$ cat src/sv/stk_pkg.sv
// stk_pkg: shared types and constants for the streaming top-k tracker.
// Used by stk_ctrl, stk_datapath and streaming_top_k_tracker; no dependencies.
package stk_pkg;

    localparam int unsigned DATA_W = 32;
    localparam int unsigned KEEP_W = 5;

    localparam logic FUNC_INSERT = 1'b0;
    localparam logic FUNC_READ   = 1'b1;

    typedef enum logic [1:0] {
        ST_IDLE,
        ST_TRIM,
        ST_READ,
        ST_EMPTY
    } state_t;

    // controller -> datapath
    typedef struct packed {
        logic ins;         // insert the input value in order
        logic drop;        // drop the smallest held value
        logic rd_load;     // start a read run, load the word counter
        logic rd_step;     // emit the smallest entry, rotate the store by one
        logic empty_emit;  // emit the empty-store word
    } stk_cmd_t;

    // datapath -> controller
    typedef struct packed {
        logic count_zero;  // nothing held
        logic over_keep;   // more held than the effective keep count
        logic rem_last;    // one word left in the current read run
        logic slot_free;   // output register can take a word this cycle
    } stk_status_t;

endpackage

$ cat src/sv/stk_ctrl.sv
// stk_ctrl: sequencer for inserts, trimming and read runs.
// Depends on stk_pkg (state_t, stk_cmd_t, stk_status_t).
module stk_ctrl (
    input  logic                clk,
    input  logic                rst_n,
    input  logic                in_valid,
    input  logic                in_func,
    output logic                in_ready,
    input  stk_pkg::stk_status_t status,
    output stk_pkg::stk_cmd_t    cmd
);

    stk_pkg::state_t state_reg, state_next;

    always_ff @(posedge clk or negedge rst_n)
    begin
        if (!rst_n)
        begin
            state_reg <= stk_pkg::ST_IDLE;
        end
        else
        begin
            state_reg <= state_next;
        end
    end

    always_comb
    begin
        state_next = state_reg;
        cmd        = '0;
        in_ready   = 1'b0;
        case (state_reg)
            stk_pkg::ST_IDLE:
            begin
                in_ready = 1'b1;
                if (in_valid)
                begin
                    if (in_func == stk_pkg::FUNC_INSERT)
                    begin
                        cmd.ins = 1'b1;
                        // store stays over the keep count only if keep was lowered
                        if (status.over_keep)
                        begin
                            state_next = stk_pkg::ST_TRIM;
                        end
                    end
                    else if (status.count_zero)
                    begin
                        state_next = stk_pkg::ST_EMPTY;
                    end
                    else
                    begin
                        cmd.rd_load = 1'b1;
                        state_next  = stk_pkg::ST_READ;
                    end
                end
            end
            stk_pkg::ST_TRIM:
            begin
                if (status.over_keep)
                begin
                    cmd.drop = 1'b1;
                end
                else
                begin
                    state_next = stk_pkg::ST_IDLE;
                end
            end
            stk_pkg::ST_READ:
            begin
                if (status.slot_free)
                begin
                    cmd.rd_step = 1'b1;
                    if (status.rem_last)
                    begin
                        state_next = stk_pkg::ST_IDLE;
                    end
                end
            end
            stk_pkg::ST_EMPTY:
            begin
                if (status.slot_free)
                begin
                    cmd.empty_emit = 1'b1;
                    state_next     = stk_pkg::ST_IDLE;
                end
            end
            default:
            begin
                state_next = stk_pkg::ST_IDLE;
            end
        endcase
    end

endmodule

$ cat src/sv/stk_datapath.sv
// stk_datapath: sorted value store, held/remaining counters, keep register
// and output register. Depends on stk_pkg (widths, stk_cmd_t, stk_status_t).
module stk_datapath #(
    parameter int unsigned MAX_KEEP = 16
) (
    input  logic                                clk,
    input  logic                                rst_n,
    input  logic                                cfg_wr_en,
    input  logic [stk_pkg::KEEP_W-1:0]          cfg_wr_data,
    input  logic signed [stk_pkg::DATA_W-1:0]   in_value,
    input  stk_pkg::stk_cmd_t                   cmd,
    output stk_pkg::stk_status_t                status,
    output logic                                out_valid,
    input  logic                                out_ready,
    output logic signed [stk_pkg::DATA_W-1:0]   out_value,
    output logic                                out_last,
    output logic                                out_empty
);

    localparam int unsigned CW = $clog2(MAX_KEEP + 1);
    localparam int unsigned KW = (CW > stk_pkg::KEEP_W) ? CW : stk_pkg::KEEP_W;

    logic signed [stk_pkg::DATA_W-1:0] kv_reg  [MAX_KEEP];
    logic signed [stk_pkg::DATA_W-1:0] kv_next [MAX_KEEP];
    logic signed [stk_pkg::DATA_W-1:0] work    [MAX_KEEP+1];
    logic [MAX_KEEP-1:0]               le;

    logic [CW-1:0]                 cnt_reg, cnt_next, cnt_m1;
    logic [CW-1:0]                 rem_reg, rem_next;
    logic [stk_pkg::KEEP_W-1:0]    keep_reg;
    logic [KW-1:0]                 keep_ext, k_eff, cnt_ext;
    logic                          full_ins;

    logic                          ovalid_reg;
    logic signed [stk_pkg::DATA_W-1:0] odata_reg;
    logic                          olast_reg, oempty_reg;

    // keep count clamped to the store depth
    assign keep_ext = KW'(keep_reg);
    assign k_eff    = (keep_ext > KW'(MAX_KEEP)) ? KW'(MAX_KEEP) : keep_ext;
    assign cnt_ext  = KW'(cnt_reg);
    assign cnt_m1   = cnt_reg - 1'b1;
    // insert into a store already at keep: new value goes in, smallest goes out
    assign full_ins = (cnt_ext >= k_eff);

    // le[j]: entry j is held and not above the new value (a prefix, store is sorted)
    genvar j;
    generate
        for (j = 0; j < MAX_KEEP; j++)
        begin : g_le
            assign le[j] = (CW'(j) < cnt_reg) && (kv_reg[j] <= in_value);
        end
    endgenerate

    // store with the value inserted, one entry longer
    generate
        for (j = 0; j <= MAX_KEEP; j++)
        begin : g_work
            if (j == 0)
            begin : g_first
                assign work[j] = le[j] ? kv_reg[j] : in_value;
            end
            else if (j == MAX_KEEP)
            begin : g_tail
                assign work[j] = le[j-1] ? in_value : kv_reg[j-1];
            end
            else
            begin : g_mid
                assign work[j] = le[j] ? kv_reg[j] :
                                 (le[j-1] ? in_value : kv_reg[j-1]);
            end
        end
    endgenerate

    // per-entry next value
    generate
        for (j = 0; j < MAX_KEEP; j++)
        begin : g_next
            logic signed [stk_pkg::DATA_W-1:0] up_val;
            if (j < MAX_KEEP - 1)
            begin : g_up
                assign up_val = kv_reg[j+1];
            end
            else
            begin : g_hold
                assign up_val = kv_reg[j];
            end

            always_comb
            begin
                kv_next[j] = kv_reg[j];
                if (cmd.ins)
                begin
                    kv_next[j] = full_ins ? work[j+1] : work[j];
                end
                else if (cmd.drop)
                begin
                    kv_next[j] = up_val;
                end
                else if (cmd.rd_step)
                begin
                    // rotate the held entries; after a full run the order is back
                    if (CW'(j) == cnt_m1)
                    begin
                        kv_next[j] = kv_reg[0];
                    end
                    else if (CW'(j) < cnt_m1)
                    begin
                        kv_next[j] = up_val;
                    end
                end
            end
        end
    endgenerate

    always_comb
    begin
        cnt_next = cnt_reg;
        if (cmd.ins && !full_ins)
        begin
            cnt_next = cnt_reg + 1'b1;
        end
        else if (cmd.drop)
        begin
            cnt_next = cnt_m1;
        end
    end

    always_comb
    begin
        rem_next = rem_reg;
        if (cmd.rd_load)
        begin
            rem_next = cnt_reg;
        end
        else if (cmd.rd_step)
        begin
            rem_next = rem_reg - 1'b1;
        end
    end

    always_ff @(posedge clk)
    begin
        for (int i = 0; i < MAX_KEEP; i++)
        begin
            kv_reg[i] <= kv_next[i];
        end
        if (cmd.rd_step)
        begin
            odata_reg  <= kv_reg[0];
            olast_reg  <= (rem_reg == CW'(1));
            oempty_reg <= 1'b0;
        end
        else if (cmd.empty_emit)
        begin
            odata_reg  <= '0;
            olast_reg  <= 1'b1;
            oempty_reg <= 1'b1;
        end
    end

    always_ff @(posedge clk or negedge rst_n)
    begin
        if (!rst_n)
        begin
            cnt_reg    <= '0;
            rem_reg    <= '0;
            keep_reg   <= stk_pkg::KEEP_W'(1);
            ovalid_reg <= 1'b0;
        end
        else
        begin
            cnt_reg <= cnt_next;
            rem_reg <= rem_next;
            if (cfg_wr_en)
            begin
                keep_reg <= cfg_wr_data;
            end
            if (cmd.rd_step || cmd.empty_emit)
            begin
                ovalid_reg <= 1'b1;
            end
            else if (out_ready)
            begin
                ovalid_reg <= 1'b0;
            end
        end
    end

    assign status.count_zero = (cnt_reg == '0);
    assign status.over_keep  = (cnt_ext > k_eff);
    assign status.rem_last   = (rem_reg == CW'(1));
    assign status.slot_free  = !ovalid_reg || out_ready;

    assign out_valid = ovalid_reg;
    assign out_value = odata_reg;
    assign out_last  = olast_reg;
    assign out_empty = oempty_reg;

endmodule

$ cat src/sv/streaming_top_k_tracker.sv
// streaming_top_k_tracker: top level, controller plus datapath.
// Depends on stk_pkg, stk_ctrl and stk_datapath.
//
// Keeps the keep_count largest signed 32-bit values seen, sorted ascending.
// Input stream s_*: s_tuser = func (0 insert s_tdata, 1 read out the store).
// Output stream m_*: one word per held value, smallest first, m_tlast on the
// final word of a run. A read with nothing held gives one word with
// m_tuser (empty) set, m_tlast set and m_tdata zero.
// Config: cfg_wr_en/cfg_wr_data write keep_count (values above MAX_KEEP act
// as MAX_KEEP); write it only while the block is idle.
// Operation: an insert is one parallel compare/shift over the store. After
// keep_count was lowered, the next insert is followed by a trim state that
// drops the extra values one by one and then returns to idle. A read loads
// the word counter, then emits one word per held value through the output
// register; each word is registered in the cycle after its step.
// Stalls: when m_tready is low the output register holds its word and the
// read run waits; s_tready is high only while the sequencer is idle, and it
// stays high while a last word still waits in the output register.
// Reset: held count zero, keep_count 1, output empty. The store itself is
// not cleared; only held entries are ever read.
module streaming_top_k_tracker #(
    parameter int unsigned MAX_KEEP = 16
) (
    input  logic        clk,
    input  logic        rst_n,
    // config: keep_count
    input  logic        cfg_wr_en,
    input  logic [4:0]  cfg_wr_data,
    // input words
    input  logic        s_tvalid,
    output logic        s_tready,
    input  logic [31:0] s_tdata,   // [31:0] value
    input  logic        s_tuser,   // [0] func
    // result words
    output logic        m_tvalid,
    input  logic        m_tready,
    output logic [31:0] m_tdata,   // [31:0] value_out
    output logic        m_tlast,   // last word of a read run
    output logic        m_tuser    // [0] empty_res
);

    stk_pkg::stk_cmd_t    cmd;
    stk_pkg::stk_status_t status;

    logic signed [31:0] value_out;

    stk_ctrl u_ctrl (
        .clk      (clk),
        .rst_n    (rst_n),
        .in_valid (s_tvalid),
        .in_func  (s_tuser),
        .in_ready (s_tready),
        .status   (status),
        .cmd      (cmd)
    );

    stk_datapath #(
        .MAX_KEEP (MAX_KEEP)
    ) u_datapath (
        .clk         (clk),
        .rst_n       (rst_n),
        .cfg_wr_en   (cfg_wr_en),
        .cfg_wr_data (cfg_wr_data),
        .in_value    (s_tdata),
        .cmd         (cmd),
        .status      (status),
        .out_valid   (m_tvalid),
        .out_ready   (m_tready),
        .out_value   (value_out),
        .out_last    (m_tlast),
        .out_empty   (m_tuser)
    );

    assign m_tdata = value_out;

    // empty-store word is always a one-word run with zero data
    a_empty_word : assert property (@(posedge clk) disable iff (!rst_n)
        (m_tvalid && m_tuser) |-> (m_tlast && (m_tdata == 32'd0)))
        else $error("empty word without last or with nonzero data");

    // a word is only loaded when the output register can take it
    a_load_free : assert property (@(posedge clk) disable iff (!rst_n)
        (cmd.rd_step || cmd.empty_emit) |-> status.slot_free)
        else $error("output word overwritten while stalled");

    // at most one store command per cycle
    a_one_cmd : assert property (@(posedge clk) disable iff (!rst_n)
        $onehot0({cmd.ins, cmd.drop, cmd.rd_load, cmd.rd_step, cmd.empty_emit}))
        else $error("conflicting datapath commands");

    // no input is taken while a read run is still being emitted
    a_run_busy : assert property (@(posedge clk) disable iff (!rst_n)
        (cmd.rd_load) |=> !s_tready)
        else $error("input accepted during a read run");

endmodule

$ cat config.mk
export PLATFORM = sky130hd
export DESIGN_NAME = streaming_top_k_tracker
export DESIGN_NICKNAME = d
export VERILOG_FILES = /design/src/sv/stk_pkg.sv /design/src/sv/stk_ctrl.sv /design/src/sv/stk_datapath.sv /design/src/sv/streaming_top_k_tracker.sv
export SDC_FILE = /design/constraint.sdc
export NUM_CORES = 2
export LEC_CHECK = 0
export ABC_AREA = 1
export BUFFER_PORTS_ARGS = -buffer_cell sky130_fd_sc_hd__buf_2
export CORE_MARGIN = 1
export CORE_UTILIZATION = 40
export DETAILED_ROUTE_END_ITERATION = 10
export HOLD_SLACK_MARGIN = 0.06
export PLACE_DENSITY = 0.54
export SLEW_MARGIN = 20
export SYNTH_ARGS = -nofsm -noshare
export SYNTH_HDL_FRONTEND = slang
export SYNTH_SLANG_ARGS = --single-unit
$ cat constraint.sdc
create_clock -name clk -period 9.3 [get_ports clk]
set_input_delay 1.395 -clock clk [delete_from_list [all_inputs] [get_ports clk]]
set_output_delay 1.395 -clock clk [all_outputs]
set_load 0.05 [all_outputs]
# --- After elaboration in Yosys (flattened, before gate mapping) ---
# Memory sizes are Yosys's and may differ from the RTL's.
# Cells that the tools add are included.
word_totals:
  ff_bits: 52
  ramBits: 512
  output_inout_bits: 36
  n_memories: 1
op_classes:
  n_addsub: 3
  n_lt_le_gt_ge: 50
  n_eq_ne: 25
  n_mux: 160
  reduce_logical: 29
mem_list:
  columns: ["name", "depth", "word_bits", "read_ports", "rd_clocked_by_memory_dff", "wr", "line", "text"]
  rows:
  - ["u_datapath.kv_reg", 16, 32, 16, 0, 16, "stk_datapath.sv:23", "logic signed [stk_pkg::DATA_W-1:0] kv_reg [MAX_KEEP];"]
op_table:
  columns: ["operator", "count"]
  rows:
  - ["32-bit two-way mux", 129]
  - ["32-bit <= comparator", 16]
  - ["4-bit by 5-bit less-than comparator with 1-bit output (first input constant)", 15]
  - ["4-bit by 5-bit == test with 1-bit output (first input constant)", 8]
  - ["3-bit by 5-bit less-than comparator with 1-bit output (first input constant)", 8]
  - ["5-bit two-way mux", 5]
  - ["3-bit by 5-bit == test with 1-bit output (first input constant)", 4]
  - ["1-bit by 5-bit less-than comparator with 1-bit output (first input constant)", 4]
  - ["2-bit by 5-bit less-than comparator with 1-bit output (first input constant)", 4]
  - ["1-bit two-way mux", 18]
  - ["1-bit logical AND", 17]
  - ["2-bit two-way mux", 7]
  - ["2-bit by 5-bit == test with 1-bit output (first input constant)", 2]
  - ["5-bit logical NOT", 2]
  - ["2-bit inequality test (second input constant)", 5]
  - ["5-bit by 1-bit subtractor with 5-bit output (second input constant)", 2]
  - ["2-bit one-hot mux with 4 select lines", 1]
  - ["2-bit nonzero test", 4]
  - ["6-bit AND reduction", 1]
  - ["5-bit by 1-bit adder with 5-bit output (second input constant)", 1]
  - ["1-bit by 5-bit == test with 1-bit output (first input constant)", 1]
  - ["5-bit by 1-bit == test with 1-bit output (second input constant)", 1]
  - ["5-bit greater-or-equal comparator", 1]
  - ["5-bit > comparator", 1]
  - ["other kinds (7)", 10]

# --- Logic depth before layout (Yosys ltp) ---
logic_depth:
  word_depth: 7
  mapped_depth: 23

# --- By module ---
# A second synthesis with hierarchy kept.
hier_totals:
  cells_unflattened: 8059
  area_unflattened_um2: 55769.7
modules_own_cells:
  columns: ["mod", "n_inst", "cells_each", "area_per_inst_um2", "seq_area_each_um2"]
  rows:
  - ["stk_datapath", 1, 8028, 55592.1, 16787.4]
  - ["stk_ctrl", 1, 31, 177.7, 50.0]

# --- Least setup slack after synthesis ---
# No wires, ideal clock.
synth_timing:
  path_type: "input port to flip-flop"
  startpoint: "input m_tready"
  endpoint: "memory u_datapath.kv_reg[0][192] in the netlist's numbering, enable pin"
  setup_time_ps: 466
  arrival_ps: 5943
  path_slack_ps: 2891
  path_stages: 5
  path_cell_list: "nor2_1 nor2_1 nand2_1 clkbuf_1 o21ai_0"
synth_lines:
  columns: ["item", "line", "text"]
  rows:
  - ["start, declared", "streaming_top_k_tracker.sv:36", "input logic m_tready,"]
  - ["end, declared", "stk_datapath.sv:23", null]

==> out/results.md <==
| Parameter | Value | Unit |
| --- | --- | --- |
| Number of fillers in the final layout | 14200 | - |
| Hold-fix buffers, CTS | 0 | - |
| Average wire per cell in the routed design | 28.3 | µm |
| Number of top-level pins | 79 | - |
| CP Capture Type | flip-flop | - |
| Setup slack of the worst register-to-register path | 3540 | ps |
| Cell with the largest stage delay on the worst path | inv_2 | - |
| Clock Root Buffer | clkbuf_16 | - |
| Largest fanout on the critical path | 33 | - |
| Synthesized-area fraction occupied by ao, oa, aoi and oai cells | 0.102 | - |
| Clock sink count | 564 | - |
| Pin count of the biggest net entering global routing | 142 | - |
| Number of buffers added on ports | 78 | - |
| Flip-flop count of the largest register after layout | 512 | - |
| Fraction of layout cells with a size suffix above 1 | 0.0781 | - |
| First-pass GRT wire length | 394000 | µm |
| Util after Layout | 0.437 | - |
| Run status | finished, final reports clean | - |
| Post-detailed-route count of antenna-violating nets | 0 | - |
| Post-Synthesis Net Count | 8564 | - |
| XOR/XNOR share of the synthesized area | 0.000627 | - |
| Clock transition at the registers of the reported paths | 60 | ps |
| Die extent in x | 376 | µm |
| Routed vias/inst | 6.30 | - |
| DRC viols | 0 | - |
| Global placer's final weighted congestion | 0.958 | - |
| Footprint of the multi-input gates | 34700 | µm² |
| Number of flip-flops and latches in the synthesized netlist | 564 | - |
| Core Region | 138000 | µm² |
| Critical path, cell by cell | buf_2 > inv_1 > ha_1 > nand2_1 > nor2_1 > nand4_1 > nor2_1 > nand2_1 > nand3_2 > buf_4 > nand2_2 > inv_2 > nand2_1 > nand3_1 > nand3_1 | - |
| Placement row count | 136 | - |
| Buffers and inverters on the worst path | 4 | - |
| Post-synthesis to final-layout area growth | 7.85 | % |
| Synth top area share | 0.293 | - |
| Delay of the slowest cell on the worst path | 960 | ps |
| Die ar. | 141000 | µm² |
| Netlist area before placement | 55900 | µm² |
| Simple logic cell fraction of the synthesized area | 0.395 | - |
| Critical Setup Path Class | in -> reg | - |
| Multiplexer area fraction after synthesis | 0.000604 | - |
| Skew final | 29.0 | ps |
| Total negative setup slack | 0 | ps |
| Family of cells with the greatest summed delay on the critical path | buffers and inverters | - |
| Worst hold-check path type | reg -> reg | - |
| Post-CTS repair timing setup buffer count | 0 | - |
| Clock Latency Late Sink | 710 | ps |
| Least-Margin Pin Slew | 1200 | ps |
| Share of the clock period used by the worst path | 0.674 | - |
| Sequential element share of the synthesized area | 0.301 | - |
| Min cycle time layout | 6270 | ps |
| RSZ-0062 raised after global routing | false | - |
| Clock tree from TritonCTS | yes | - |
| Number of synthesized flops with an enable pin | 545 | - |
| Number of cells produced by synthesis | 7996 | - |
| Area leader, netlist | edfxtp_1 | - |
| Post-cts sizing count | 0 | - |
| Number of violations reported at the end of detailed-routing iteration 0 | 8483 | - |
| Starting utilization of the core area | 0.405 | - |
| Cell repeated most along the worst path | nand2_1 | - |
| Synthesized area per cell | 6.99 | µm² |
| Main combinational cell family by area after synthesis | simple AND/OR/NAND/NOR gates | - |
| Y dimension of the die | 376 | µm |
| Total count of max-transition violations in the final report | 0 | - |
| Hold violation total from the final report | 0 | - |
| Count of synthesis-stage warnings from yosys | 0 | - |
| Total setup violations reported at the end of the flow | 0 | - |
| Gr ovfl total | 0 | - |
| Routed via count | 60900 | - |
| H-tree depth | 3 | - |
| Worst path arrival time | 6720 | ps |
| Number of CTS-inserted buffers | 79 | - |
| Number of global-route vias before repair | 55600 | - |
| Initial antenna violation count | 20 | - |
| Max Clk Rate | 159 | MHz |
| Largest cells by area after synthesis | edfxtp_1 (29%), nand3_1 (22%), nand2_1 (13%) | - |
| Worst path required time | 9740 | ps |
| Global Route Usage Sum | 0.377 | - |
| Final net count | 8289 | - |
| CP startpoint kind | primary input | - |
| Post-Route WL | 273000 | µm |
| Ys flop type | edfxtp_1 | - |
| Maximum capacitance violations | 0 | - |
| Proportion of synthesized flip-flops having asynchronous set or reset | 0.0319 | - |
| Number of detailed-routing iterations run before antenna repair | 7 | - |
| Placed wire-length estimate | 190000 | µm |
| Register cell area after layout | 16800 | µm² |
| Maximum buffer depth of the clock tree | 3 | - |
| Cell variety after synth | 52 | - |
| Slew margin rel. | 0.197 | - |
| Fraction of the mapped netlist area in adder cells | 0.118 | - |
==> routing by layer <==
layer  vias up  wire length (µm)  global-route usage
met2      3838            115000               0.558
met5         -                61                   0
li1      27600                 -                   -
met4         8             15600               0.211
met3       599             32300              0.0930
met1     28800            110000               0.501
==> final timing paths <==
| kind | startpoint | to | cells past startpoint |
|---|---|---|---|
| max | s_tdata[6] | u_datapath.kv_reg[0][189] | 15 |
| min | u_datapath.keep_ext[0] | u_datapath.keep_ext[0] | 2 |
| max reg2reg | u_datapath.kv_reg[0][0] | u_datapath.kv_reg[0][10] | 20 |
| min reg2reg | u_datapath.keep_ext[0] | u_datapath.keep_ext[0] | 2 |
| max in group asynchronous | rst_n | u_datapath.keep_ext[0] | 1 |
| min in group asynchronous | rst_n | u_datapath.out_valid | 1 |
==> per-stage QoR <==
step                      std cells  instance area, µm²  hold WS (ps)  setup WS [ps]
final                          9659               60300           488           3030
after floorplan                7996               55900           460           2890
after global placement         9501               57700           456           2600
after CTS                      9648               60200           490           3320
after global routing           9655               60300           517           3110
after detailed placement       9502               57700           479           2590
==> Yosys cell counts, drive strengths merged (2+ instances only) <==
| cell | count |
|---|---|
| ha | 525 |
| buf | 236 |
| o21bai | 3 |
| inv | 545 |
| o221ai | 6 |
| a31oi | 6 |
| nand4 | 58 |
| nor3 | 11 |
| dfrtp | 17 |
| nand3 | 2413 |
| nand2 | 2014 |
| edfxtp | 545 |
| clkbuf | 362 |
| o21ai | 94 |
| a22oi | 34 |
| nor2 | 214 |
| nor4 | 8 |
| o21a | 32 |
| o31ai | 2 |
| a21o | 16 |
| or2 | 156 |
| clkinv | 4 |
| mux2 | 3 |
| a21oi | 261 |
| xor2 | 3 |
| o211ai | 419 |
| and3 | 2 |
==> worst min-delay path: stages, from the launching register on <==
cell and delay (ps):
dfstp_2 360, inv_1 50, o21ai_0 70
==> area by class of cell <==
| class | count | area share |
|---|---|---|
| tap | 1863 | 0.0387 |
| clock inverter | 51 | 0.00733 |
| sequential | 564 | 0.279 |
| timing repair buffer | 242 | 0.0293 |
| inverter | 549 | 0.0345 |
| antenna | 10 | 0.000415 |
| multi-input combinational | 6285 | 0.576 |
| clock buffer | 95 | 0.0346 |
==> kinds of logic (layout without fill, tap and decap cells) <==
family          after synthesis  in the layout
buf+inv                    1147            937
fa+ha+maj                   525            525
compound gates              876            876
other cells                   0             10
xor+xnor                      4              4
simple gates               4877           4877
flops                       564            564
mux                           3              3
==> placed cells by master (no fill, tap or decap), types with 12 or more instances in the layout <==
cell       synthesis  final
a21o_1            16     16
a21oi_1          261    259
a22oi_1           34     34
buf_2            158     78
buf_4             27    153
clkbuf_1         362     12
clkbuf_16          0     80
clkinv_1           3     26
clkinv_2           1     16
dfrtp_1           17     17
edfxtp_1         545    545
ha_1             525    525
inv_1            536    525
inv_2              9     15
nand2_1         2007   1981
nand2_2            6     23
nand3_1         2407   2404
nand4_1           57     57
nor2_1           203    201
o211ai_1         419    419
o21a_1            32     32
o21ai_0           61     57
o21ai_1           32     30
or2_2            155    155
Power is not shown: default switching activity piles up to over one toggle a cycle in this logic, so the estimate is an artifact.
